==> config.mk <==
export PLATFORM = sky130hd
export DESIGN_NAME = alive_counter_monitor_unit
export DESIGN_NICKNAME = d
export VERILOG_FILES = /design/src/acm_pkg.sv /design/src/acm_step.sv /design/src/alive_counter_monitor_unit.sv
export VERILOG_INCLUDE_DIRS = /design/src /design/src/src
export SDC_FILE = /design/constraint.sdc
export NUM_CORES = 1
export LEC_CHECK = 0
export ABC_AREA = 0
export BUFFER_PORTS_ARGS = -buffer_cell sky130_fd_sc_hd__buf_2
export CORE_MARGIN = 2
export CORE_UTILIZATION = 35
export CTS_CLUSTER_SIZE = 8
export DETAILED_ROUTE_END_ITERATION = 12
export PLACE_DENSITY = 0.61
export SYNTH_ARGS = -nofsm -noshare
export SYNTH_HDL_FRONTEND = slang
export SYNTH_SLANG_ARGS = --single-unit
==> constraint.sdc <==
create_clock -name i_clk -period 5 [get_ports i_clk]
set_input_delay 0.75 -clock i_clk [delete_from_list [all_inputs] [get_ports i_clk]]
set_output_delay 0.75 -clock i_clk [all_outputs]
set_load 0.03 [all_outputs]
==> src/alive_counter_monitor_unit_defines.svh <==
// Assertion macros used by the alive counter monitor top-level RTL file.
`ifndef ALIVE_COUNTER_MONITOR_UNIT_DEFINES_SVH
`define ALIVE_COUNTER_MONITOR_UNIT_DEFINES_SVH

// Same-cycle implication, checked outside of reset.
`define ACM_ASSERT_IMP(label, clk, rst_n, ante, cons, msg) \
    label: assert property (@(posedge clk) disable iff (!(rst_n)) \
        (ante) |-> (cons)) else $error(msg);

// Next-cycle implication, checked outside of reset.
`define ACM_ASSERT_NEXT(label, clk, rst_n, ante, cons, msg) \
    label: assert property (@(posedge clk) disable iff (!(rst_n)) \
        (ante) |=> (cons)) else $error(msg);

`endif

==> src/acm_pkg.sv <==
// Types and constants of the alive counter monitor.
package acm_pkg;

    localparam int unsigned TimerWidth = 16;
    localparam int unsigned CounterWidth = 8;
    localparam int unsigned CfgIndexWidth = 2;

    localparam logic [TimerWidth-1:0] TimerMax = '1;
    localparam logic [CounterWidth-1:0] CounterTop = 8'd15;

    // Configuration register indexes.
    localparam logic [CfgIndexWidth-1:0] CfgHoldTicks = 2'd0;
    localparam logic [CfgIndexWidth-1:0] CfgGraceTicks = 2'd1;
    localparam logic [CfgIndexWidth-1:0] CfgTimeoutTicks = 2'd2;

    // Reset values of the configuration registers.
    localparam logic [TimerWidth-1:0] HoldTicksReset = 16'd100;
    localparam logic [TimerWidth-1:0] GraceTicksReset = 16'd50;
    localparam logic [TimerWidth-1:0] TimeoutTicksReset = 16'd50;

    // Item kinds.
    localparam logic ActionTick = 1'b0;
    localparam logic ActionMessage = 1'b1;

    typedef struct packed {
        logic                    action;
        logic [CounterWidth-1:0] counter_value;
    } t_in_item;

    typedef struct packed {
        logic outputs_enabled;
        logic counter_ok;
        logic awaiting_start;
        logic timed_out;
    } t_out_item;

    typedef struct packed {
        logic [TimerWidth-1:0] hold_ticks;
        logic [TimerWidth-1:0] grace_ticks;
        logic [TimerWidth-1:0] timeout_ticks;
    } t_cfg;

    typedef struct packed {
        logic                    first_message_pending;
        logic                    awaiting_good_start;
        logic [CounterWidth-1:0] previous_counter;
        logic [TimerWidth-1:0]   ticks_since_good_start;
        logic [TimerWidth-1:0]   ticks_since_last_correct;
        logic [TimerWidth-1:0]   ticks_since_message;
        logic                    enable_flag;
    } t_state;

    // Saturating timer increment.
    function automatic logic [TimerWidth-1:0] sat_inc(input logic [TimerWidth-1:0] t);
        sat_inc = (t == TimerMax) ? t : t + 1'b1;
    endfunction

endpackage

==> src/acm_step.sv <==
// Next-state and result logic for one tick or counter message.
module acm_step (
    input  acm_pkg::t_state   i_state,
    input  acm_pkg::t_cfg     i_cfg,
    input  acm_pkg::t_in_item i_item,
    output acm_pkg::t_state   o_state,
    output acm_pkg::t_out_item o_result
);

    logic [acm_pkg::CounterWidth:0] value_ext;
    logic [acm_pkg::CounterWidth:0] prev_ext;
    logic                           seq_ok;
    logic                           ok;
    logic                           tmo;
    logic [acm_pkg::TimerWidth-1:0] msg_inc;

    // Sequence check: previous plus one, or previous minus fifteen.
    assign value_ext = {1'b0, i_item.counter_value};
    assign prev_ext  = {1'b0, i_state.previous_counter};
    assign seq_ok    = (value_ext == prev_ext + 1'b1)
                    || (prev_ext == value_ext + {1'b0, acm_pkg::CounterTop});
    assign ok = (i_item.action == acm_pkg::ActionMessage)
             && !i_state.first_message_pending
             && (i_item.counter_value <= acm_pkg::CounterTop)
             && seq_ok;

    assign msg_inc = acm_pkg::sat_inc(i_state.ticks_since_message);
    assign tmo = (i_item.action == acm_pkg::ActionTick) && (msg_inc > i_cfg.timeout_ticks);

    // State update for the item.
    always_comb begin
        o_state = i_state;
        if (i_item.action == acm_pkg::ActionTick) begin
            o_state.ticks_since_good_start   = acm_pkg::sat_inc(i_state.ticks_since_good_start);
            o_state.ticks_since_last_correct =
                acm_pkg::sat_inc(i_state.ticks_since_last_correct);
            o_state.ticks_since_message      = msg_inc;
            if (tmo) begin
                o_state.enable_flag         = 1'b0;
                o_state.awaiting_good_start = 1'b1;
            end
        end else begin
            if (ok) begin
                if (i_state.awaiting_good_start) begin
                    o_state.awaiting_good_start    = 1'b0;
                    o_state.ticks_since_good_start = '0;
                    o_state.enable_flag            = 1'b0;
                end else if (i_state.ticks_since_good_start > i_cfg.hold_ticks) begin
                    o_state.enable_flag              = 1'b1;
                    o_state.ticks_since_last_correct = '0;
                end
            end else if (i_state.ticks_since_last_correct < i_cfg.grace_ticks) begin
                o_state.enable_flag = 1'b1;
            end else begin
                o_state.enable_flag         = 1'b0;
                o_state.awaiting_good_start = 1'b1;
            end
            o_state.first_message_pending = 1'b0;
            o_state.previous_counter      = i_item.counter_value;
            o_state.ticks_since_message   = '0;
        end
    end

    // Enable and start fields reflect the state after the item; counter_ok and timed_out come from its checks.
    always_comb begin
        o_result.outputs_enabled = o_state.enable_flag;
        o_result.counter_ok      = ok;
        o_result.awaiting_start  = o_state.awaiting_good_start;
        o_result.timed_out       = tmo;
    end

endmodule

==> src/alive_counter_monitor_unit.sv <==
// Top level of the alive counter monitor: input register, update logic, result register.
//
//  Channel  Direction  Handshake               Beat
//  in       input      i_in_valid / o_in_stall  t_in_item (action, counter_value)
//  out      output     o_out_valid / i_out_stall t_out_item (four status bits)
//  cfg      input      i_cfg_valid / o_cfg_ready i_cfg_index, i_cfg_data
//
// One beat is taken per clock while o_in_stall is low; it passes through the input register, then the result register.
// The monitor state sits beside the result register and updates in the same edge,
// so the next item always sees the state left by the previous one.
// Reset restores the default register values and the start-up monitor state.
// A stall on the output holds the result and, once the input register is full,
// raises o_in_stall in the same cycle.
module alive_counter_monitor_unit (
    input  logic                                i_clk,
    input  logic                                i_rst_n,
    input  logic                                i_in_valid,
    output logic                                o_in_stall,
    input  acm_pkg::t_in_item                   i_in_data,
    output logic                                o_out_valid,
    input  logic                                i_out_stall,
    output acm_pkg::t_out_item                  o_out_data,
    input  logic                                i_cfg_valid,
    output logic                                o_cfg_ready,
    input  logic [acm_pkg::CfgIndexWidth-1:0]   i_cfg_index,
    input  logic [acm_pkg::TimerWidth-1:0]      i_cfg_data
);

    `include "alive_counter_monitor_unit_defines.svh"

    logic               r_in_valid;
    acm_pkg::t_in_item  r_in_data;
    logic               r_out_valid;
    acm_pkg::t_out_item r_out_data;
    acm_pkg::t_state    r_state;
    acm_pkg::t_cfg      r_cfg;

    acm_pkg::t_state    n_state;
    acm_pkg::t_out_item n_result;

    logic advance;
    logic in_accept;

    // Handshake: the input register moves on whenever the result register can take it.
    assign advance     = !r_out_valid || !i_out_stall;
    assign o_in_stall  = r_in_valid && !advance;
    assign in_accept   = i_in_valid && !o_in_stall;
    assign o_cfg_ready = 1'b1;
    assign o_out_valid = r_out_valid;
    assign o_out_data  = r_out_data;

    acm_step u_step (
        .i_state  (r_state),
        .i_cfg    (r_cfg),
        .i_item   (r_in_data),
        .o_state  (n_state),
        .o_result (n_result)
    );

    // Input register.
    always_ff @(posedge i_clk) begin
        if (!i_rst_n) begin
            r_in_valid <= 1'b0;
        end else if (in_accept) begin
            r_in_valid <= 1'b1;
        end else if (advance) begin
            r_in_valid <= 1'b0;
        end
        if (in_accept) begin
            r_in_data <= i_in_data;
        end
    end

    // Result register and monitor state.
    always_ff @(posedge i_clk) begin
        if (!i_rst_n) begin
            r_out_valid                      <= 1'b0;
            r_state.first_message_pending    <= 1'b1;
            r_state.awaiting_good_start      <= 1'b1;
            r_state.previous_counter         <= '0;
            r_state.ticks_since_good_start   <= '0;
            r_state.ticks_since_last_correct <= acm_pkg::TimerMax;
            r_state.ticks_since_message      <= acm_pkg::TimerMax;
            r_state.enable_flag              <= 1'b0;
        end else if (advance) begin
            r_out_valid <= r_in_valid;
            if (r_in_valid) begin
                r_state <= n_state;
            end
        end
        if (advance && r_in_valid) begin
            r_out_data <= n_result;
        end
    end

    // Configuration registers.
    always_ff @(posedge i_clk) begin
        if (!i_rst_n) begin
            r_cfg.hold_ticks    <= acm_pkg::HoldTicksReset;
            r_cfg.grace_ticks   <= acm_pkg::GraceTicksReset;
            r_cfg.timeout_ticks <= acm_pkg::TimeoutTicksReset;
        end else if (i_cfg_valid && o_cfg_ready) begin
            case (i_cfg_index)
                acm_pkg::CfgHoldTicks:    r_cfg.hold_ticks    <= i_cfg_data;
                acm_pkg::CfgGraceTicks:   r_cfg.grace_ticks   <= i_cfg_data;
                acm_pkg::CfgTimeoutTicks: r_cfg.timeout_ticks <= i_cfg_data;
                default: begin
                end
            endcase
        end
    end

    // A timeout always leaves the enable cleared and the start state armed.
    `ACM_ASSERT_IMP(a_timeout_disables, i_clk, i_rst_n,
        o_out_valid && o_out_data.timed_out,
        !o_out_data.outputs_enabled && o_out_data.awaiting_start,
        "timeout result with enable set or start not armed")

    // A tick never reports a good counter, a message never reports a timeout.
    `ACM_ASSERT_IMP(a_ok_xor_timeout, i_clk, i_rst_n,
        o_out_valid,
        !(o_out_data.counter_ok && o_out_data.timed_out),
        "counter_ok and timed_out both set")

    // A processed message restarts the message timer.
    `ACM_ASSERT_NEXT(a_msg_clears_timer, i_clk, i_rst_n,
        advance && r_in_valid && (r_in_data.action == acm_pkg::ActionMessage),
        r_state.ticks_since_message == '0 && !r_state.first_message_pending,
        "message did not restart the message timer")

    // Only a message can leave the first-message state.
    `ACM_ASSERT_IMP(a_first_cleared_by_msg, i_clk, i_rst_n,
        $fell(r_state.first_message_pending),
        $past(advance && r_in_valid && (r_in_data.action == acm_pkg::ActionMessage)),
        "first-message flag cleared without a message")

endmodule

# Word-level counts from Yosys, hierarchy flattened
# Index checks and enable logic that the tools add are counted.
# W data, S select, Z words.
[op_classes] n_mux=19 n_eq_ne=13 n_bitwise=1 addsub=5 n_reduce_logical=23 order_cmp=4
[ops] operator="$mux W16" n=6
[ops] operator="$mux W49" n=1
[ops] operator="$add A16 B1 Y16 const B" n=3
[ops] operator="$eq A16 B16 Y1 const B" n=3
[ops] operator="$gt A16 B16 Y1" n=2
[ops] operator="$mux W32" n=1
[ops] operator="$eq A8 B9 Y1" n=2
[ops] operator="$lt A16 B16 Y1" n=1
[ops] operator="$mux W1" n=11
[ops] operator="$add A8 B1 Y9 const B" n=1
[ops] operator="$add A8 B4 Y9 const B" n=1
[ops] operator="$le A8 B4 Y1 const B" n=1
[ops] operator="$reduce_and A2 Y1" n=4
[ops] operator="$logic_and A1 B1 Y1" n=7
[ops] operator="$ne A2 B1 Y1 const B" n=3
[ops] operator="$ne A2 B2 Y1 const B" n=3
[ops] operator="$reduce_and A6 Y1" n=1
[ops] operator="$logic_not A1 Y1" n=5
[ops] operator="$reduce_and A5 Y1" n=1
[ops] operator="$reduce_and A3 Y1" n=1
[ops] operator="$eq A2 B1 Y1 const B" n=1
[ops] operator="$eq A2 B2 Y1 const B" n=1
[ops] operator="$logic_not A2 Y1" n=1
[ops] operator="$logic_or A1 B1 Y1" n=2
[ops] operator="2 further kinds" n=2
[word_totals] out_inout_bits=7 inputBits=32 ff_bits=122

# Depth between registers and ports, before layout
# Gate-level depths: netlist (run 1).
[logic_depth] ltp_word=7 ltp_mapped=17

# By module
# A second synthesis (run 1) with hierarchy kept.
[hier_totals] cells_unflattened=946 area_unflattened_um2=8121.5
[modules_own_cells] module="alive_counter_monitor_unit" cells_each=460 instances=1 area_each_um2=4875.9
[modules_own_cells] module="acm_step" cells_each=486 instances=1 area_each_um2=3245.6

# Worst setup path before layout (run 1)
# OpenSTA, ideal clock, no wires.
[synth_path] path_kind="reg-to-reg" from="register r_state[5] (netlist name)" to="register r_state[0] (netlist name)" setup_time_ns=0.074 path_buffers=2 path_stages_with_launch=18 required_ns=4.926 arrival_time_ns=3.390 path_slack_ns=1.536 period_less_slack_ns=3.464 path_cell_list="dfxtp_1 clkbuf_1 nand4_1 nor3_1 nand4_1 clkbuf_1 nand4_1 nor2_1 xnor2_1 ha_1 a21o_1 a21oi_1 o22ai_1 o21a_1 o41ai_1 nand2_1 o22a_1 a31oi_1"
[synth_between] elab_chain_len=6 word_cells_on_any_way=7 classes_between="add/sub: 1; order compare: 1; eq/ne: 1; mux: 3; reduce/logical: 1"
[synth_rtl] item="start, declared" line_no="alive_counter_monitor_unit.sv:35" source="acm_pkg::t_state r_state;"
[synth_rtl] item="start signal, assigned" line_no="alive_counter_monitor_unit.sv:88" source="r_state <= n_state;"
[synth_rtl] item="$add A16 B1 Y16 or $eq A16 B16 Y1 (tied branches)" line_no="acm_pkg.sv:55" source="sat_inc = (t == TimerMax) ? t : t + 1'b1;"
[synth_rtl] item="$mux W16 *" line_no="acm_pkg.sv:55"
[synth_rtl] item="$gt A16 B16 Y1 *" line_no="acm_step.sv:28" source="assign tmo = (i_item.action == acm_pkg::ActionTick) && (msg_inc > i_cfg.timeout_ticks);"
[synth_rtl] item="$logic_and A1 B1 Y1 *" line_no="acm_step.sv:28"
[synth_rtl] item="$mux W1 *" line_no="acm_step.sv:38" source="if (tmo) begin"
[synth_rtl] item="$mux W49 *" line_no="acm_step.sv:33" source="if (i_item.action == acm_pkg::ActionTick) begin"
# Every way passes the cells marked *; elsewhere a longest branch is shown, timed or not.
# A chain may end at the register's enable or synchronous reset.

==> results of run 1 <==
kinds of logic (layout without fill, tap and decap cells):
logic type	count (synthesis)	in the layout	synth area share, %
AO/OA/AOI/OAI	192	192	18.66
buffers and inverters	107	140	6.256
other	1	1	0.05466
flip-flops	122	122	37.50
XOR/XNOR	40	40	5.107
adder cells (fa/ha/maj)	52	52	9.484
multiplexers	2	2	0.3283
AND/OR/NAND/NOR	330	330	22.62
worst max-delay path, delay by kind of cell, from the launching register on:
kind                       cells  cell delay [ns]
and+or+nand+nor                6             1.72
adders and majority gates      1             0.20
AOI/OAI and AO/OA              5             1.80
xor gates and xnor gates       1             0.16
DFF                            1             0.46
power by group through the flow:
stage / registers [W] / logic (W) / clock network, W
finish: 0.00111 / 0.000546 / 0.00107
global route: 0.00112 / 0.000628 / 0.00113
CTS: 0.00111 / 0.000544 / 0.00109
detailed placement: 0.00113 / 0.000541 / 0
global placement: 0.00113 / 0.000537 / 0
floorplan: 0.00111 / 0.000422 / 0
layout make-up:
cell class	instances	area (µm²)
fillers	1967	11560
multi-input cells	617	3871
flip-flops and latches	122	2572
clock buffers	25	485.5
well taps	265	331.6
inverters	66	247.7
repair buffers	45	245.2
clock inverters	4	22.52
path summary, 6_finish.rpt:
| kind | from | end | slack, ns |
|---|---|---|---|
| setup / recovery | r_state[5] | r_state[57] | 0.53 |
| hold / removal | r_cfg[28] | r_cfg[28] | 0.45 |
| setup reg to reg | r_state[5] | r_state[57] | 0.53 |
| hold reg to reg | r_cfg[28] | r_cfg[28] | 0.45 |
flip-flops by register name, summed over array words and instances (netlist names):
signal,flops
r_state,59
o_out_data,4
o_out_valid,1
r_cfg,48
r_in_valid,1
r_in_data,9
through the flow:
stage / setup WS, ns / instance area [µm²] / power, W / hold WS (ns) / util [%]
6_report: 0.5261 / 7776 / 0.002730 / 0.4526 / 40.22
5_1_grt: 0.04846 / 7776 / 0.002883 / 0.4676 / 40.22
4_1_cts: 0.6345 / 7776 / 0.002745 / 0.4534 / 40.22
3_5_place_dp: 0.7237 / 7268 / 0.001673 / 0.4465 / 37.59
3_3_place_gp: 0.9061 / 7268 / 0.001669 / 0.4425 / 37.59
2_1_floorplan: 1.536 / 6860 / 0.001533 / 0.4327 / -
cell usage in the layout, fill, tap and decap left out, types with 4 or more instances in the layout:
master,n
buf_2,37
clkbuf_16,17
o221ai_1,4
nor2_1,45
o311ai_0,7
a221o_1,9
nor3_1,16
and3_1,10
buf_4,8
a31oi_1,4
xor2_1,22
nor2b_1,4
nand2_1,144
nand3_1,51
nand4_1,28
nor3b_1,4
xnor2_1,18
clkbuf_1,5
inv_1,65
o21a_1,6
a211oi_1,4
or4_1,4
o211ai_1,17
o21ai_0,27
edfxtp_1,13
ha_1,52
dfxtp_1,109
nand2b_1,4
a21o_1,13
o31ai_1,5
a21oi_1,71
layer usage:
layer,part of all wire [%],vias to the layer above,track usage (%)
met2,45,105,27.89
met3,3.7,30,3.344
met5,0,-,0
li1,-,3044,-
met4,2.1,0,7.430
met1,49,2745,23.99
==> impl_results.md, run 1 <==
- Die extent in y: 144.0 µm
- Mapped Cells: 846
- Final Wtd Congestion: 0.8251
- Ys flop type: dfxtp_1
- CTS buffer count: 17
- Detail Placement HPWL: around 13,000 µm
- Slew Limit Headroom: 29.59%
- CORE AREA: 19,330 µm²
- GR Util All Layers: 17.77%
- Initial Util: between 30% and 40%
- Drt drc: 0
- Sequential power share: 40.8%
- Hold path cells: 2
- Antenna violations before repair: 0
- Max Slew Vio Count: 0
- Asr flop ratio synth: 0%
- Synth top area cells: dfxtp_1 32%, ha_1 9.5%, nand2_1 7.9%, edfxtp_1 5.7%, a21oi_1 5.2%
- Pin count of the biggest net entering global routing: 53
- Pwr Density: around 350 nW/µm²
- Status: complete, no violations
- Clock buffer depth: 2
- Nets: 953
- Share of cells above drive strength 1: about a tenth
- CTS tree: built
- Register area share after synthesis: 37.50%
- NetSw: 0.0007980 W
- Crit end category: register
- Mapped Area: 6860 µm²
- Final setup TNS: 0 ns
- I/O pin total: 39
- Setup CP Type: reg -> reg
- Avg Cell Area, Syn: between 8 and 9 µm²
- DR vias: 5,924
- RSZ-0062 raised after global routing: no
- Vias in the first global route: 5,541
- Worst EP required: 5.27 ns
- Sw Ratio: 29.23%
- Comb power frac: roughly a fifth
- Cell variety after synth: 65
- Post-Syn Nets: 930
- Non-Filler Instances: 1,144
- CP Launch Type: register
- Final Hold Vio Count: 0
- Most frequent cell after synthesis: nand2_1
- Yosys synthesis warning count: 0
- Least-Margin Pin Slew: 1.045 ns
- Worst-Skew Late Latency: 0.41 ns
- Leakage power: 3.052 nW
- Delay of the slowest critical-path stage: 0.74 ns
- Cell Chain, Critical Path: nand4_1, nor3_1, nand4_1, nand2_1, nor2_1, and3_1, xor2_1, ha_1, a2111oi_0, a2111oi_0, o41ai_1, o21ai_0, a2bb2oi_1
- Initial drt markers: 338
- GRT overflow: 0
- Crit path DAT: 4.74 ns
- Commonest cells post-synth: 144 x nand2_1, 109 x dfxtp_1, 71 x a21oi_1, 65 x inv_1, 52 x ha_1
- Cts repair resizes: 0
- Die area: 20,740 µm²
- Cell total after placement: 1,115
- Crit share post-route: 89.48%
- CTS Root Cell: clkbuf_16
- Row count: 51
- Post-synth top area cell: dfxtp_1
- Hold crit path type: reg -> reg
- CTS sink count: 122
- Final setup vio count: 0
- CP Max Fanout: 8
- Peak supply drop: 0.2263 mV
- TritonRoute pass-1 iters: 5
- Setup bufs post-CTS: 0
- WL final: 17,530 µm
- Pint: 0.001932 W
- Antenna Cells: 0
- First-pass GRT wire length: 28,790 µm
- H-tree level count: 4
- Area delta synth->final: 13.35%
- Max frequency: roughly 220 MHz
- Die W: 144.0 µm
- Slowest CP cell: o41ai_1
- Number of synthesized flops with an enable pin: 13
- ANT nets after route: 0
- WL/cell: 15.32 µm
- Reg clk slew, reported paths: 0.06 ns
- Clock share of power: between 30 and 40%
- # hold bufs at CTS: 0
- Yosys reg bits: 122
- Skew final: 0.01111 ns
- Max_cap viols: 0
- Final Critical Period: around 4.5 ns
- Top cell type's share of synthesized area: 31.81%
- PortBufs: 37
- Reg2Reg Depth: 13
- Vias per cell: 5.178
No activity file was read; power rests on OpenSTA's default activity.
==> inputs of run 2 (changes only) <==
- CORE_ASPECT_RATIO: unset -> 1.75
- CORE_UTILIZATION: 35 -> 40
- PLACE_DENSITY: 0.61 -> 0.66
==> run 2 against run 1 <==
Effect of this change:
- sequential power barely moved
- worst hold slack improved by 0.0017 ns
- maximum frequency rose by 3.2%
- clock power rose by 8%
- clock-buffer cell count fell by 7
- setup slack improved by 0.14 ns
- highest routed layer unchanged
==> impl_results.md, run 2 (synthesis gave the netlist of run 1 again) <==
- Status: complete, no violations
- WL final: 18,240 µm
- Pwr Density: ~360 nW/µm²
- Final Hold Vio Count: 0
- Initial drt markers: roughly 280
- Least-Margin Pin Slew: 1.109 ns
- Final Critical Period: 4.334 ns
- WL/cell: 16.47 µm
- CTS sink count: 122
- Initial Util: 40.67%
- Area delta synth->final: 13.31%
- Setup bufs post-CTS: 0
- Hold crit path type: reg -> reg
- Crit path DAT: around 4.6 ns
- Clock buffer depth: 2
- Skew final: 0.01080 ns
- CP Launch Type: register
- Pin count of the biggest net entering global routing: 44
- Die W: 103.0 µm
- RSZ-0062 raised after global routing: no
- Worst-Skew Late Latency: 0.42 ns
- Most frequent cells in the layout: 144 x nand2_1, 109 x dfxtp_1, 71 x a21oi_1
- PortBufs: 37
- Vias in the first global route: 5,922
- Slew Limit Headroom: 25.75%
- Vias per cell: 5.529
- CORE AREA: 16,870 µm²
- TritonRoute pass-1 iters: 5
- Fill cell count: 1,690
- Max Used Layer: met4
- Final setup vio count: 0
- Reg clk slew, reported paths: 0.06 ns
- WL met1: 6741 µm
- Worst hold margin: 0.4543 ns
- Max frequency: 230.7 MHz
- ANT nets after route: 0
- Worst EP required: about 5.3 ns
- Antenna Cells: 0
- Max_cap viols: 0
- GR Util All Layers: ~21%
- Cts repair resizes: 0
- CTS Root Cell: clkbuf_16
- Met3 Routed Length: 556 µm
- Peak supply drop: 0.2488 mV
- Crit end category: register
- Met2 WL: a little over 10,000 µm
- Crit share post-route: 86.68%
- Most common cell after layout, fill and taps aside: nand2_1
- Antenna violations before repair: 0
- H-tree level count: 4
- First-pass GRT wire length: 29,340 µm
- I/O pin total: 39
- Final setup TNS: 0 ns
- Die extent in y: 177.2 µm
- Drt drc: 0
- Max Slew Vio Count: 0
- Nets: 952
- Share of cells above drive strength 1: around a tenth
- GRT overflow: 0
- Largest register FFs: a little under 60
- Top reg by flops: r_state
- Setup CP Type: reg -> reg
- Die area: approximately 18,000 µm²
- CTS tree: built
- Largest regs: r_state (59), r_cfg (48), r_in_data (9)
- # hold bufs at CTS: 0
- Row count: 63
- CP Max Fanout: 8
- Detail Placement HPWL: 13,740 µm
- DR vias: 6,126
- Final Wtd Congestion: a little over 0.9
- Leakage power: between 3 and 4 nW
- CTS buffer count: 17
run 2: cell types whose count changed in the layout (fill, tap and decap cells not counted):
cell | before | now
clkinv_4 | 0 | 3
inv_6 | 0 | 3
clkbuf_1 | 5 | 0
clkbuf_8 | 3 | 1
clkinv_2 | 3 | 5
inv_4 | 0 | 1
bufinv_16 | 0 | 1
buf_4 | 8 | 7
run 2: stage by stage:
| step | area [µm²] | worst slack [ns] | util (%) | std cells | total power [W] |
|---|---|---|---|---|---|
| global route | 7774 | 0.2732 | 46.08 | 1108 | 0.002967 |
| global placement | 7213 | 0.8782 | 42.76 | 1076 | 0.001672 |
| detailed placement | 7213 | 0.7716 | 42.76 | 1076 | 0.001682 |
| CTS | 7774 | 0.7541 | 46.08 | 1108 | 0.002843 |
| floorplan | 6860 | 1.536 | - | 846 | 0.001533 |
| finish | 7774 | 0.6658 | 46.08 | 1108 | 0.002831 |
run 2: path summary, 6_finish.rpt:
path	slack [ns]	from	to	depth (start not counted)
setup reg to reg	0.67	r_state[5]	r_state[57]	13
hold reg to reg	0.45	r_cfg[28]	r_cfg[28]	2
hold / removal	0.45	r_cfg[28]	r_cfg[28]	2
setup / recovery	0.67	r_state[5]	r_state[57]	13
run 2: cell type report:
cell class	count	area, µm²	share of cell area (%)
Clock buffer	18	439.2	5.649
Clock inverter	14	121.4	1.561
Inverter	66	247.7	3.187
Multi-Input combinational cell	617	3871	49.80
Sequential cell	122	2572	33.09
Tap cell	227	284.0	3.654
Timing Repair Buffer	44	237.7	3.058
run 2: critical path, stage by stage, from the launching register on:
cell	delay, ns
dfxtp_1	0.46
nand4_1	0.19
nor3_1	0.49
nand4_1	0.41
buf_4	0.28
mux2_2	0.29
ha_1	0.30
nor2b_1	0.14
o21a_1	0.15
o21ai_0	0.15
a2111oi_0	0.12
o41ai_1	0.78
o21ai_0	0.26
a2bb2oi_1	0.19
run 2: routing by layer:
layer | global-route usage [%] | up-vias
met5 | 0 | -
met4 | 11.79 | 0
met3 | 3.199 | 58
met2 | 39.66 | 131
met1 | 20.35 | 2896
li1 | - | 3041
run 2: power by group:
| part | switching, W | internal [W] |
|---|---|---|
| combinational | 0.000328 | 0.000227 |
| clock | 0.000463 | 0.000698 |
| sequential | 0.0000686 | 0.00105 |
